$ cat config.mk
export PLATFORM = sky130hd
export DESIGN_NAME = wav_pcm16_mono_stream_parser_unit
export DESIGN_NICKNAME = d
export VERILOG_FILES = /design/src/hdl/wps_pkg.sv /design/src/hdl/wps_front.sv /design/src/hdl/wps_queue.sv /design/src/hdl/wav_pcm16_mono_stream_parser_unit.sv
export SDC_FILE = /design/constraint.sdc
export NUM_CORES = 1
export LEC_CHECK = 0
export BUFFER_PORTS_ARGS = -buffer_cell sky130_fd_sc_hd__clkbuf_2
export CELL_PAD_IN_SITES_DETAIL_PLACEMENT = 0
export CELL_PAD_IN_SITES_GLOBAL_PLACEMENT = 1
export CORE_MARGIN = 1.5
export CORE_UTILIZATION = 58
export CTS_BUF_LIST = sky130_fd_sc_hd__clkbuf_8
export DETAILED_ROUTE_END_ITERATION = 6
export PLACE_DENSITY_LB_ADDON = 0.1
export SLEW_MARGIN = 10
export SYNTH_ARGS = -nofsm -noshare
export SYNTH_HDL_FRONTEND = slang
export SYNTH_HIERARCHICAL = 1
export SYNTH_SLANG_ARGS = --single-unit
$ cat constraint.sdc
create_clock -name clk -period 13.2 [get_ports clk]
set_clock_uncertainty 0.15 [all_clocks]
set_input_delay 0.66 -clock clk [delete_from_list [all_inputs] [get_ports clk]]
set_output_delay 0.66 -clock clk [all_outputs]
set_load 0.01 [all_outputs]
$ cat src/hdl/wps_pkg.sv
// shared types, constants and tag lookup for the wav pcm16 mono stream parser
// no dependencies; imported by the front parser, the result queue and the top level
package wps_pkg;

  // header geometry
  localparam int unsigned HEADER_LEN  = 44;
  localparam int unsigned POS_W       = 6;
  localparam int unsigned QUEUE_DEPTH = 4;

  // byte offsets of header fields
  localparam logic [POS_W-1:0] OFF_WAVE         = 6'd8;
  localparam logic [POS_W-1:0] OFF_FMT          = 6'd12;
  localparam logic [POS_W-1:0] OFF_FMT_END      = 6'd16;
  localparam logic [POS_W-1:0] OFF_RIFF_END     = 6'd4;
  localparam logic [POS_W-1:0] OFF_FORMAT       = 6'd20;
  localparam logic [POS_W-1:0] OFF_CHANNELS     = 6'd22;
  localparam logic [POS_W-1:0] OFF_RATE         = 6'd24;
  localparam logic [POS_W-1:0] OFF_BPS          = 6'd28;
  localparam logic [POS_W-1:0] OFF_ALIGN        = 6'd32;
  localparam logic [POS_W-1:0] OFF_DEPTH        = 6'd34;
  localparam logic [POS_W-1:0] OFF_PRODUCT      = 6'd36;
  localparam logic [POS_W-1:0] OFF_SAMPLE_BYTES = 6'd40;
  localparam logic [POS_W-1:0] OFF_LAST         = 6'(HEADER_LEN - 1);

  // expected field values
  localparam logic [15:0] PCM_FORMAT = 16'd1;
  localparam logic [15:0] MONO       = 16'd1;
  localparam logic [15:0] DEPTH_16   = 16'd16;

  // header verdict codes
  typedef enum logic [3:0] {
    ST_OK       = 4'd0,
    ST_RIFF     = 4'd1,
    ST_WAVE     = 4'd2,
    ST_FMT      = 4'd3,
    ST_PCM      = 4'd4,
    ST_MONO     = 4'd5,
    ST_BYTERATE = 4'd6,
    ST_ALIGN    = 4'd7,
    ST_DEPTH    = 4'd8
  } status_t;

  typedef enum logic {
    KIND_VERDICT = 1'b0,
    KIND_SAMPLE  = 1'b1
  } kind_t;

  // one result item
  typedef struct packed {
    kind_t              kind;
    status_t            status;
    logic signed [15:0] sample;
    logic               last;
  } result_t;

  // expected byte of the riff, wave and fmt tags at a header position
  function automatic logic [7:0] tag_byte(input logic [POS_W-1:0] pos);
    logic [7:0] b;
    unique case (pos)
      6'd0:    b = 8'h52;
      6'd1:    b = 8'h49;
      6'd2:    b = 8'h46;
      6'd3:    b = 8'h46;
      6'd8:    b = 8'h57;
      6'd9:    b = 8'h41;
      6'd10:   b = 8'h56;
      6'd11:   b = 8'h45;
      6'd12:   b = 8'h66;
      6'd13:   b = 8'h6D;
      6'd14:   b = 8'h74;
      6'd15:   b = 8'h20;
      default: b = 8'h00;
    endcase
    return b;
  endfunction

endpackage

$ cat src/hdl/wps_front.sv
// front part: captures the header, checks it and pairs audio bytes into samples
// depends on wps_pkg; emits at most one result item per accepted byte
module wps_front (
  input  logic             clk,
  input  logic             rst,
  input  logic             in_valid,
  input  logic [7:0]       data_byte,
  input  logic             start_of_file,
  output logic             res_valid,
  output wps_pkg::result_t res
);
  import wps_pkg::*;

  typedef enum logic [2:0] {
    PH_HEADER = 3'b001,
    PH_DATA   = 3'b010,
    PH_IDLE   = 3'b100
  } phase_t;

  phase_t             phase, phase_next, cur_phase;
  logic [POS_W-1:0]   position, position_next, cur_pos;
  logic [2:0]         magic_ok, magic_ok_next, cur_magic;
  logic               byte_half, byte_half_next;
  logic [15:0]        fmt_code, fmt_code_next;
  logic [15:0]        channels, channels_next;
  logic [31:0]        rate, rate_next;
  logic [31:0]        bytes_per_sec, bytes_per_sec_next;
  logic [15:0]        align, align_next;
  logic [15:0]        depth, depth_next;
  logic [28:0]        expected_rate, expected_rate_next;
  logic [30:0]        samples_left, samples_left_next, samples_dec;
  logic [7:0]         low_byte, low_byte_next;
  logic [47:0]        product;
  logic               tag_bad;
  status_t            verdict;

  // rate times depth, registered once both fields are complete
  assign product = rate * depth;

  // restart mark acts as a reset of the parse state for this byte
  always_comb begin
    cur_phase = start_of_file ? PH_HEADER : phase;
    cur_pos   = start_of_file ? '0 : position;
    cur_magic = start_of_file ? 3'b111 : magic_ok;
  end

  assign tag_bad     = data_byte != tag_byte(cur_pos);
  assign samples_dec = samples_left - 31'd1;

  // first failing check in priority order
  always_comb begin
    if (!magic_ok[0])                                  verdict = ST_RIFF;
    else if (!magic_ok[1])                             verdict = ST_WAVE;
    else if (!magic_ok[2])                             verdict = ST_FMT;
    else if (fmt_code != PCM_FORMAT)                   verdict = ST_PCM;
    else if (channels != MONO)                         verdict = ST_MONO;
    else if (bytes_per_sec != {3'b000, expected_rate}) verdict = ST_BYTERATE;
    else if (align != {3'b000, depth[15:3]})           verdict = ST_ALIGN;
    else if (depth != DEPTH_16)                        verdict = ST_DEPTH;
    else                                               verdict = ST_OK;
  end

  // next state and result item
  always_comb begin
    phase_next         = phase;
    position_next      = position;
    magic_ok_next      = magic_ok;
    byte_half_next     = byte_half;
    fmt_code_next      = fmt_code;
    channels_next      = channels;
    rate_next          = rate;
    bytes_per_sec_next = bytes_per_sec;
    align_next         = align;
    depth_next         = depth;
    expected_rate_next = expected_rate;
    samples_left_next  = samples_left;
    low_byte_next      = low_byte;
    res_valid          = 1'b0;
    res                = '0;
    if (in_valid) begin
      phase_next     = cur_phase;
      position_next  = cur_pos;
      magic_ok_next  = cur_magic;
      byte_half_next = start_of_file ? 1'b0 : byte_half;
      unique case (cur_phase)
        PH_HEADER: begin
          // tag checks
          if (cur_pos < OFF_RIFF_END) begin
            if (tag_bad) magic_ok_next[0] = 1'b0;
          end else if (cur_pos >= OFF_WAVE && cur_pos < OFF_FMT) begin
            if (tag_bad) magic_ok_next[1] = 1'b0;
          end else if (cur_pos >= OFF_FMT && cur_pos < OFF_FMT_END) begin
            if (tag_bad) magic_ok_next[2] = 1'b0;
          end
          // little-endian field capture
          case (cur_pos)
            OFF_FORMAT:              fmt_code_next[7:0]        = data_byte;
            OFF_FORMAT + 6'd1:       fmt_code_next[15:8]       = data_byte;
            OFF_CHANNELS:            channels_next[7:0]        = data_byte;
            OFF_CHANNELS + 6'd1:     channels_next[15:8]       = data_byte;
            OFF_RATE:                rate_next[7:0]            = data_byte;
            OFF_RATE + 6'd1:         rate_next[15:8]           = data_byte;
            OFF_RATE + 6'd2:         rate_next[23:16]          = data_byte;
            OFF_RATE + 6'd3:         rate_next[31:24]          = data_byte;
            OFF_BPS:                 bytes_per_sec_next[7:0]   = data_byte;
            OFF_BPS + 6'd1:          bytes_per_sec_next[15:8]  = data_byte;
            OFF_BPS + 6'd2:          bytes_per_sec_next[23:16] = data_byte;
            OFF_BPS + 6'd3:          bytes_per_sec_next[31:24] = data_byte;
            OFF_ALIGN:               align_next[7:0]           = data_byte;
            OFF_ALIGN + 6'd1:        align_next[15:8]          = data_byte;
            OFF_DEPTH:               depth_next[7:0]           = data_byte;
            OFF_DEPTH + 6'd1:        depth_next[15:8]          = data_byte;
            OFF_PRODUCT:             expected_rate_next        = product[31:3];
            OFF_SAMPLE_BYTES:        samples_left_next         = {24'd0, data_byte[7:1]};
            OFF_SAMPLE_BYTES + 6'd1: samples_left_next         = samples_left
                                                                 | {16'd0, data_byte, 7'd0};
            OFF_SAMPLE_BYTES + 6'd2: samples_left_next         = samples_left
                                                                 | {8'd0, data_byte, 15'd0};
            OFF_SAMPLE_BYTES + 6'd3: samples_left_next         = samples_left
                                                                 | {data_byte, 23'd0};
            default: ;
          endcase
          // header end: verdict item
          if (cur_pos == OFF_LAST) begin
            res_valid      = 1'b1;
            res.kind       = KIND_VERDICT;
            res.status     = verdict;
            res.last       = (verdict == ST_OK) && (samples_left_next == '0);
            phase_next     = ((verdict == ST_OK) && (samples_left_next != '0)) ?
                             PH_DATA : PH_IDLE;
            position_next  = '0;
            byte_half_next = 1'b0;
          end else begin
            position_next = cur_pos + 6'd1;
          end
        end
        PH_DATA: begin
          if (!byte_half_next) begin
            low_byte_next  = data_byte;
            byte_half_next = 1'b1;
          end else begin
            byte_half_next    = 1'b0;
            samples_left_next = samples_dec;
            res_valid         = 1'b1;
            res.kind          = KIND_SAMPLE;
            res.status        = ST_OK;
            res.sample        = {data_byte, low_byte};
            res.last          = samples_dec == '0;
            if (samples_dec == '0) phase_next = PH_IDLE;
          end
        end
        default: ;
      endcase
    end
  end

  // control state
  always_ff @(posedge clk) begin
    if (rst) begin
      phase     <= PH_HEADER;
      position  <= '0;
      magic_ok  <= 3'b111;
      byte_half <= 1'b0;
    end else begin
      phase     <= phase_next;
      position  <= position_next;
      magic_ok  <= magic_ok_next;
      byte_half <= byte_half_next;
    end
  end

  // captured header fields and sample assembly
  always_ff @(posedge clk) begin
    fmt_code      <= fmt_code_next;
    channels      <= channels_next;
    rate          <= rate_next;
    bytes_per_sec <= bytes_per_sec_next;
    align         <= align_next;
    depth         <= depth_next;
    expected_rate <= expected_rate_next;
    samples_left  <= samples_left_next;
    low_byte      <= low_byte_next;
  end

endmodule

$ cat src/hdl/wps_queue.sv
// back part: short result queue between the parser and the result channel
// depends on wps_pkg for the result item type
module wps_queue #(
  parameter int unsigned DEPTH = wps_pkg::QUEUE_DEPTH
) (
  input  logic             clk,
  input  logic             rst,
  input  logic             wr_en,
  input  wps_pkg::result_t wr_data,
  input  logic             rd_en,
  output wps_pkg::result_t rd_data,
  output logic             full,
  output logic             empty
);
  import wps_pkg::*;

  localparam int unsigned AW = (DEPTH > 1) ? $clog2(DEPTH) : 1;
  localparam int unsigned CW = $clog2(DEPTH + 1);

  result_t         entries [DEPTH];
  logic [AW-1:0]   wr_ptr, rd_ptr;
  logic [CW-1:0]   count, count_next;

  assign full    = count == CW'(DEPTH);
  assign empty   = count == '0;
  assign rd_data = entries[rd_ptr];

  // occupancy
  always_comb begin
    case ({wr_en, rd_en})
      2'b10:   count_next = count + 1'b1;
      2'b01:   count_next = count - 1'b1;
      default: count_next = count;
    endcase
  end

  // pointers
  always_ff @(posedge clk) begin
    if (rst) begin
      wr_ptr <= '0;
      rd_ptr <= '0;
      count  <= '0;
    end else begin
      count <= count_next;
      if (wr_en) wr_ptr <= (wr_ptr == AW'(DEPTH - 1)) ? '0 : wr_ptr + 1'b1;
      if (rd_en) rd_ptr <= (rd_ptr == AW'(DEPTH - 1)) ? '0 : rd_ptr + 1'b1;
    end
  end

  // entry storage
  always_ff @(posedge clk) begin
    if (wr_en) entries[wr_ptr] <= wr_data;
  end

endmodule

$ cat src/hdl/wav_pcm16_mono_stream_parser_unit.sv
// Parses a WAV file given one byte per item and delivers a header verdict,
// then the file's signed 16-bit mono samples.
// Input channel: data_byte and start_of_file, taken when push is high and
// full is low. start_of_file marks byte 0 of a new file and restarts the parse.
// Result channel: result_kind, status, sample, last are valid while empty is
// low and are taken when pop is high.
// A byte that completes a result is written into the queue in the cycle it is accepted.
// Throughput: one byte per cycle; the front parser writes a queue of DEPTH
// result items, so input stalls (full) only once the queue has filled while
// pop is held low. The byte-rate product is formed and registered at header
// byte 36, ahead of the verdict at byte 43.
// Reset: the parser returns to header byte 0 and the queue empties; no
// clearing pass is needed.
// Verdicts come first, once per 44-byte header; a sample item carries last
// on the final sample, the ok verdict carries last when the file has none.
module wav_pcm16_mono_stream_parser_unit #(
  parameter int unsigned DEPTH = wps_pkg::QUEUE_DEPTH
) (
  input  logic               clk,
  input  logic               rst,
  input  logic               push,
  output logic               full,
  input  logic [7:0]         data_byte,
  input  logic               start_of_file,
  output logic               empty,
  input  logic               pop,
  output logic               result_kind,
  output logic [3:0]         status,
  output logic signed [15:0] sample,
  output logic               last
);
  import wps_pkg::*;

  logic    in_valid;
  logic    res_valid;
  result_t res;
  result_t head;

  // input item accepted
  assign in_valid = push && !full;

  wps_front u_front (
    .clk           (clk),
    .rst           (rst),
    .in_valid      (in_valid),
    .data_byte     (data_byte),
    .start_of_file (start_of_file),
    .res_valid     (res_valid),
    .res           (res)
  );

  wps_queue #(
    .DEPTH (DEPTH)
  ) u_queue (
    .clk     (clk),
    .rst     (rst),
    .wr_en   (res_valid),
    .wr_data (res),
    .rd_en   (pop && !empty),
    .rd_data (head),
    .full    (full),
    .empty   (empty)
  );

  // result ports
  assign result_kind = head.kind;
  assign status      = head.status;
  assign sample      = head.sample;
  assign last        = head.last;

endmodule

== Word level (Yosys, flattened, before mapping) ==
Memory sizes are Yosys's and may differ from the RTL's. A register that Yosys moved wholly into a read port is not among the register bits.
Index checks and enable logic that the tools add are counted.

* Add/sub/neg operators: 6
* Bitwise logic cells: 4
* Multiplexer cells: 55
* Reduce and logical (&&, ||, !) cells: 35
* Multipliers: 1
* Magnitude comparators: 5
* Equality and inequality tests: 35

{| class="wikitable"
|+ Operators by type and width
! kind !! number
|-
| case mux 31 bit (4 select lines) || 1
|-
| 2-to-1 mux 31 bit || 3
|-
| equality test 6 x 5 -> 1 bit (second input constant) || 12
|-
| zero test 31 bit || 2
|-
| case mux 31 bit (2 select lines) || 1
|-
| AND reduction 3 bit || 19
|-
| equality test 6 bit (second input constant) || 9
|-
| 2-to-1 mux 22 bit || 2
|-
| 2-to-1 mux 4 bit || 9
|-
| multiplier 32 x 16 -> 32 bit || 1
|-
| != test 16 x 1 -> 1 bit (second input constant) || 2
|-
| != test 32 x 29 -> 1 bit || 1
|-
| bitwise OR 31 x 15 -> 31 bit || 1
|-
| bitwise OR 31 x 23 -> 31 bit || 1
|-
| bitwise OR 31 bit || 1
|-
| nonzero test 31 bit || 1
|-
| subtractor 31 x 1 -> 31 bit (second input constant) || 1
|-
| 2-to-1 mux 3 bit || 7
|-
| 2-to-1 mux 6 bit || 3
|-
| 2-to-1 mux 1 bit || 16
|-
| 2-to-1 mux 16 bit || 1
|-
| != test 16 x 13 -> 1 bit || 1
|-
| != test 16 x 5 -> 1 bit (second input constant) || 1
|-
| greater-or-equal comparator 6 x 4 -> 1 bit (second input constant) || 2
|-
| 26 further kinds || 43
|}

* Input port bits: 13
* Memory bits (read-only): 112
* Register bits: 216
* Memory bits (writable): 88
* Logic and storage cells: 169
* Output and inout port bits: 24
* Memories: 2

{| class="wikitable"
|+ Memory list
! memory !! words !! width !! read ports !! clocked after memory_dff !! wr ports !! RTL line !! RTL
|-
| (no name shown) || 16 || 7 || 1 || 0 || 0 || wps_pkg.sv:59 || <nowiki>unique case (pos)</nowiki>
|-
| u_queue.entries || 4 || 22 || 1 || 1 || 1 || wps_queue.sv:20 || <nowiki>result_t entries [DEPTH];</nowiki>
|}

== Depth between registers and ports, before layout ==
* Depth in word-level cells: 14
* Gate-level depth with buffers: 24
* Gate-level depth less buffers: 22

== Cells and area by module ==
The synthesis kept the hierarchy.

{| class="wikitable"
|+ Modules (own cells, without submodules)
! module !! sequential area each (um^2) !! instances !! cells an instance !! area each (um^2)
|-
| wps_front || 6,145.9 || 1 || 2,074 || 20,852.5
|-
| wps_queue || 2,822.7 || 1 || 162 || 3,626.0
|-
| wav_pcm16_mono_stream_parser_unit || 0.0 || 1 || 2 || 27.5
|}

== Least setup slack after synthesis ==
Ideal clock, no wire load.

* Path type: flip-flop to flip-flop
* From: register u_front.depth[1]
* To: register u_front.expected_rate[27] (data pin)
* Cell stages (with the launch flop): 22
* Data arrival time: 5.893 ns
* Path slack: 6.899 ns
* Required time: 12.792 ns
* Buffers on the path: 2
* Setup time: 0.258 ns
* Clock period less this slack: 6.301 ns
* Cells stage by stage: edfxtp_1 clkbuf_1 clkbuf_1 nand2_1 fa_1 fa_1 fa_1 inv_1 fa_1 fa_1 inv_1 fa_1 inv_1 ha_1 a211o_1 a211o_1 a211o_1 a21oi_1 o211ai_1 a31o_2 a21oi_1 xnor2_1

* Longest elaborated chain between the ends: 1

{| class="wikitable"
|+ RTL lines
! item !! RTL line !! RTL
|-
| start, declared || wps_front.sv:29 || <nowiki>logic [15:0] depth, depth_next;</nowiki>
|-
| start signal, assigned || wps_front.sv:179 || <nowiki>depth <= depth_next;</nowiki>
|-
| multiplier 32 x 16 -> 32 bit || wps_front.sv:38 || <nowiki>assign product = rate * depth;</nowiki>
|-
| named net u_front.product[30] || wps_front.sv:33 || <nowiki>logic [47:0] product;</nowiki>
|-
| end signal, assigned || wps_front.sv:180 || <nowiki>expected_rate <= expected_rate_next;</nowiki>
|-
| end, declared || wps_front.sv:30 || <nowiki>logic [28:0] expected_rate, expected_rate_next;</nowiki>
|}

The timed path passes the listed nets, and every way through them passes these cells.
A chain may end at the register's enable or synchronous reset.

== Worst setup path in the final report ==
* From: register u_front.depth[7]
* To: register u_front.expected_rate[27] (data pin)

Same word-level chain as after synthesis.

==> reports/qor_table.md <==
| Parameter | This run |
|:---|:---|
| Number of setup violations in the final report | 0 |
| Synthesized net count | 2634 |
| Gr usage total | 0.2846 |
| Logic gate share of total power | 0.026 |
| Average via count per standard cell | 5.762 |
| Max H-tree Level | 2 |
| Switching power | 431.4 µW |
| Count of pins over their slew limit | 0 |
| Core region area | 41850 µm² |
| Kind of capture point of the worst setup path | register |
| Simple-gate area share of the yosys netlist | 0.1501 |
| Final RePlAce weighted congestion | 0.8847 |
| Main combinational cell family by area after synthesis | adder cells |
| Cell leakage power | 0.01034 µW |
| Multiplexer share of the synthesized area | 0.02257 |
| Placed cell count | 2739 |
| Number of warnings reported in the yosys synthesis log | 6 |
| DR iter-0 viols | 1321 |
| R2R Setup Slk | 6.45 ns |
| Number of global-route vias before repair | 17290 |
| Synth Area in Compound Gates | 0.05953 |
| Post-route antenna net violation count | 0 |
| Total power divided by cell area | 73.43 nW/µm² |
| Final Hold Fails | 0 |
| Post-synth EDFFs | 284 |
| Required time worst endpoint | 13.41 ns |
| Internal power | 1487 µW |
| Buffers inserted during post-CTS setup optimization | 0 |
| Skew-Pair Late Insertion Delay | 0.61 ns |
| Count of unresolved DRC violations after routing | 0 |
| Type of the tightest min-delay check | reg -> reg |
| Seq pwr share | 0.558 |
| Gate count of the mapped netlist | 2238 |
| Wire length of the first global-routing pass | 95300 µm |
| Fin Hold WS | 0.3557 ns |
| Final-layout setup total negative slack | 0 ns |
| Achievable frequency | 148.1 MHz |
| Avg Cell Area, Syn | 10.95 µm² |
| Maximum vdd ir drop | 70.48 µV |
| Number of nets in the layout | 2647 |
| Post-synth top flop | sky130_fd_sc_hd__edfxtp_1 |
| Total of fill cells in the finished design | 3366 |
| Max Cap Viol | 0 |
| Ordered cell list for the critical path | buf_4, nand2_1, fa_1, inv_1, fa_1, fa_1, fa_1, fa_1, inv_1, fa_1, inv_1, ha_1, a211o_1, a211o_1, a211o_1, a21oi_1, o211ai_1, a31o_2, a21oi_1, xnor2_1 |
| Root Buffer | sky130_fd_sc_hd__clkbuf_8 |
| Number of sinks on the clock net | 306 |
| Number of buffers inserted by hold repair at cts | 0 |
| P&R area growth vs syn | 6.627% |
| Number of register bits inferred by synthesis | 306 |
| Largest net degree at the start of global routing | 33 |
| RSZ-0062 raised after global routing | no |
| Starting density of the core | 0.5855 |
| Critical Path Source Type | register |
| Classification of the worst setup path | reg -> reg |
| Overall via count from detail_route | 16310 |
| Crit-path slowest cell | sky130_fd_sc_hd__edfxtp_1 |
| Slew at the pin closest to its max-slew limit | 1.080 ns |
| Share of cells above drive strength 1 | 0.07682 |
| Clock buffers created by TritonCTS | 49 |
| Maximum single-stage delay on the critical path | 0.67 ns |
| TritonCTS clock tree | done |
| Clock-pin slew on the worst setup and hold paths | 0.06 ns |
| Routed len/inst | 20.86 µm |
| Full die area | 43490 µm² |
| Async set-reset flop share out of synthesis | 0 |
| Number of standard cells in the layout, taps in and fillers out | 2831 |
| Number of antenna violations at the first check in global routing | 0 |
| Die outline width | 208.6 µm |
| Sequential share of the synthesized area | 0.3660 |
| Final worst-path cycle share | 0.5115 |
| Crit-path max FO | 16 |
| Data arrival time of the worst path | 6.96 ns |
| Result of the run | finished, final reports clean |
| Most used cell along the critical path | sky130_fd_sc_hd__fa_1 |
| Combined area of all synthesized cells | 24510 µm² |
| Adder and majority gate portion of the synthesized area | 0.2890 |
| Clock power frac | 0.416 |
| Shortest clock period the worst path allows after layout | 6.752 ns |
| Number of iterations in the first detailed-routing pass | 5 |
| Final Routed Wirelength | 59070 µm |
| Number of placement rows | 75 |
| Maximum clock path buffer count | 3 |
| Post-detailed-placement half-perimeter wirelength | 41770 µm |
| Die Y | 208.6 µm |
| Max_slew headroom | 0.2793 |
| Top-Level Pins | 37 |
| Switching part of the total power | 0.2249 |
| Port bufs | 36 |
| Core Util, Final | 0.6243 |
| Total gr overflow | 0 |
| Cells resized by post-CTS repair | 0 |
| Count of different cell masters after synthesis | 75 |
| Post-synthesis xor/xnor area fraction | 0.03896 |
-- cell usage in the layout, fill, tap and decap left out, drive strengths merged, types with 12 or more instances in the layout --
cell type / count
inv: 383
fa: 305
nand2: 301
edfxtp: 284
and2: 173
nor2: 89
xnor2: 87
clkbuf: 85
ha: 78
a21oi: 47
o21ai: 37
nor3: 31
buf: 30
nor4: 29
a211oi: 24
nand4: 22
xor2: 22
dfxtp: 22
mux4: 22
clkinv: 20
nand3: 16
a21o: 12
nor2b: 12
-- final timing paths --
check | startpoint | to | depth (start not counted)
setup / recovery | u_front/depth[7]$_DFFE_PP_ | u_front/expected_rate[27]$_DFFE_PP_ | 20
hold / removal | u_front/position[1]$_SDFFE_PP0P_ | u_front/position[1]$_SDFFE_PP0P_ | 2
setup reg to reg | u_front/depth[7]$_DFFE_PP_ | u_front/expected_rate[27]$_DFFE_PP_ | 20
hold reg to reg | u_front/position[1]$_SDFFE_PP0P_ | u_front/position[1]$_SDFFE_PP0P_ | 2
-- routing by layer --
layer | global-route usage | vias up | share of wire
li1 | - | 7352 | -
met1 | 0.4028 | 8300 | 0.44
met2 | 0.4643 | 547 | 0.47
met3 | 0.03955 | 114 | 0.063
met4 | 0.08071 | 0 | 0.027
met5 | 0 | - | 0
-- synth_stat cells (10+ instances only) --
library cell,number,area share
sky130_fd_sc_hd__o21ai_0,37,0.0076
sky130_fd_sc_hd__a21oi_1,47,0.0096
sky130_fd_sc_hd__dfxtp_1,22,0.018
sky130_fd_sc_hd__nand3_1,16,0.0033
sky130_fd_sc_hd__mux4_2,20,0.018
sky130_fd_sc_hd__nor2b_1,10,0.0026
sky130_fd_sc_hd__inv_1,368,0.056
sky130_fd_sc_hd__nand2_1,300,0.046
sky130_fd_sc_hd__clkbuf_1,90,0.014
sky130_fd_sc_hd__fa_1,305,0.25
sky130_fd_sc_hd__nor3_1,31,0.0063
sky130_fd_sc_hd__ha_1,78,0.040
sky130_fd_sc_hd__xnor2_1,87,0.031
sky130_fd_sc_hd__nor4_1,26,0.0066
sky130_fd_sc_hd__edfxtp_1,284,0.35
sky130_fd_sc_hd__and2_1,173,0.044
sky130_fd_sc_hd__a211oi_1,24,0.0074
sky130_fd_sc_hd__nand4_1,22,0.0056
sky130_fd_sc_hd__xor2_1,22,0.0079
sky130_fd_sc_hd__a21o_1,12,0.0037
sky130_fd_sc_hd__nor2_1,89,0.014
-- registers in the layout, indices dropped and copies added, names as in the netlist, 8 cells and up, named ones only --
| register | cells |
|---|---|
| u_front/align | 16 |
| u_queue/entries | 88 |
| u_front/depth | 16 |
| u_front/rate | 32 |
| u_front/channels | 16 |
| u_front/expected_rate | 29 |
| u_front/bytes_per_sec | 32 |
| u_front/low_byte | 8 |
| u_front/samples_left | 31 |
| u_front/fmt_code | 16 |
-- through the flow --
step	instance area (µm²)	worst slack [ns]	power (µW)
after global placement	25170	6.627	1139
after floorplan	24510	6.899	1115
after detailed placement	25170	6.465	1140
after global routing	26130	6.189	1985
after CTS	26130	6.453	1937
final	26130	6.448	1919
-- worst max-delay path, delay by kind of cell (launching register included) --
kind / cells / cell delay (ns)
buffers and inverters: 4 / 0.49
and+or+nand+nor: 1 / 0.12
xor gates and xnor gates: 1 / 0.09
DFF: 1 / 0.67
adders and majority gates: 7 / 3.36
AOI/OAI and AO/OA: 7 / 1.62
-- logic make-up after synthesis --
family	count (synthesis)
buffers and inverters	472
xor gates and xnor gates	109
muxes	27
AOI/OAI and AO/OA	212
DFF	306
and+or+nand+nor	729
adders and majority gates	383
-- area by class of cell --
type | instances | area (µm²) | area share
Timing Repair Buffer | 66 | 405.4 | 0.01551
Sequential cell | 306 | 8969 | 0.3432
Antenna cell | 1 | 2.502 | 0.00009577
Clock inverter | 42 | 284.0 | 0.01087
Tap cell | 539 | 674.4 | 0.02581
Multi-Input combinational cell | 1460 | 13740 | 0.5258
Clock buffer | 49 | 674.4 | 0.02581
Inverter | 368 | 1381 | 0.05286
-- power groups by stage --
stage,Clock [µW],Sequential [µW],Combinational (µW)
after detailed placement,0,1090,49.4
after CTS,817,1070,49.6
after global routing,860,1070,54.3
final,799,1070,49.8
after global placement,0,1090,48.7
after floorplan,0,1090,29.7
Note: power is estimated with default switching activity, not from simulation.
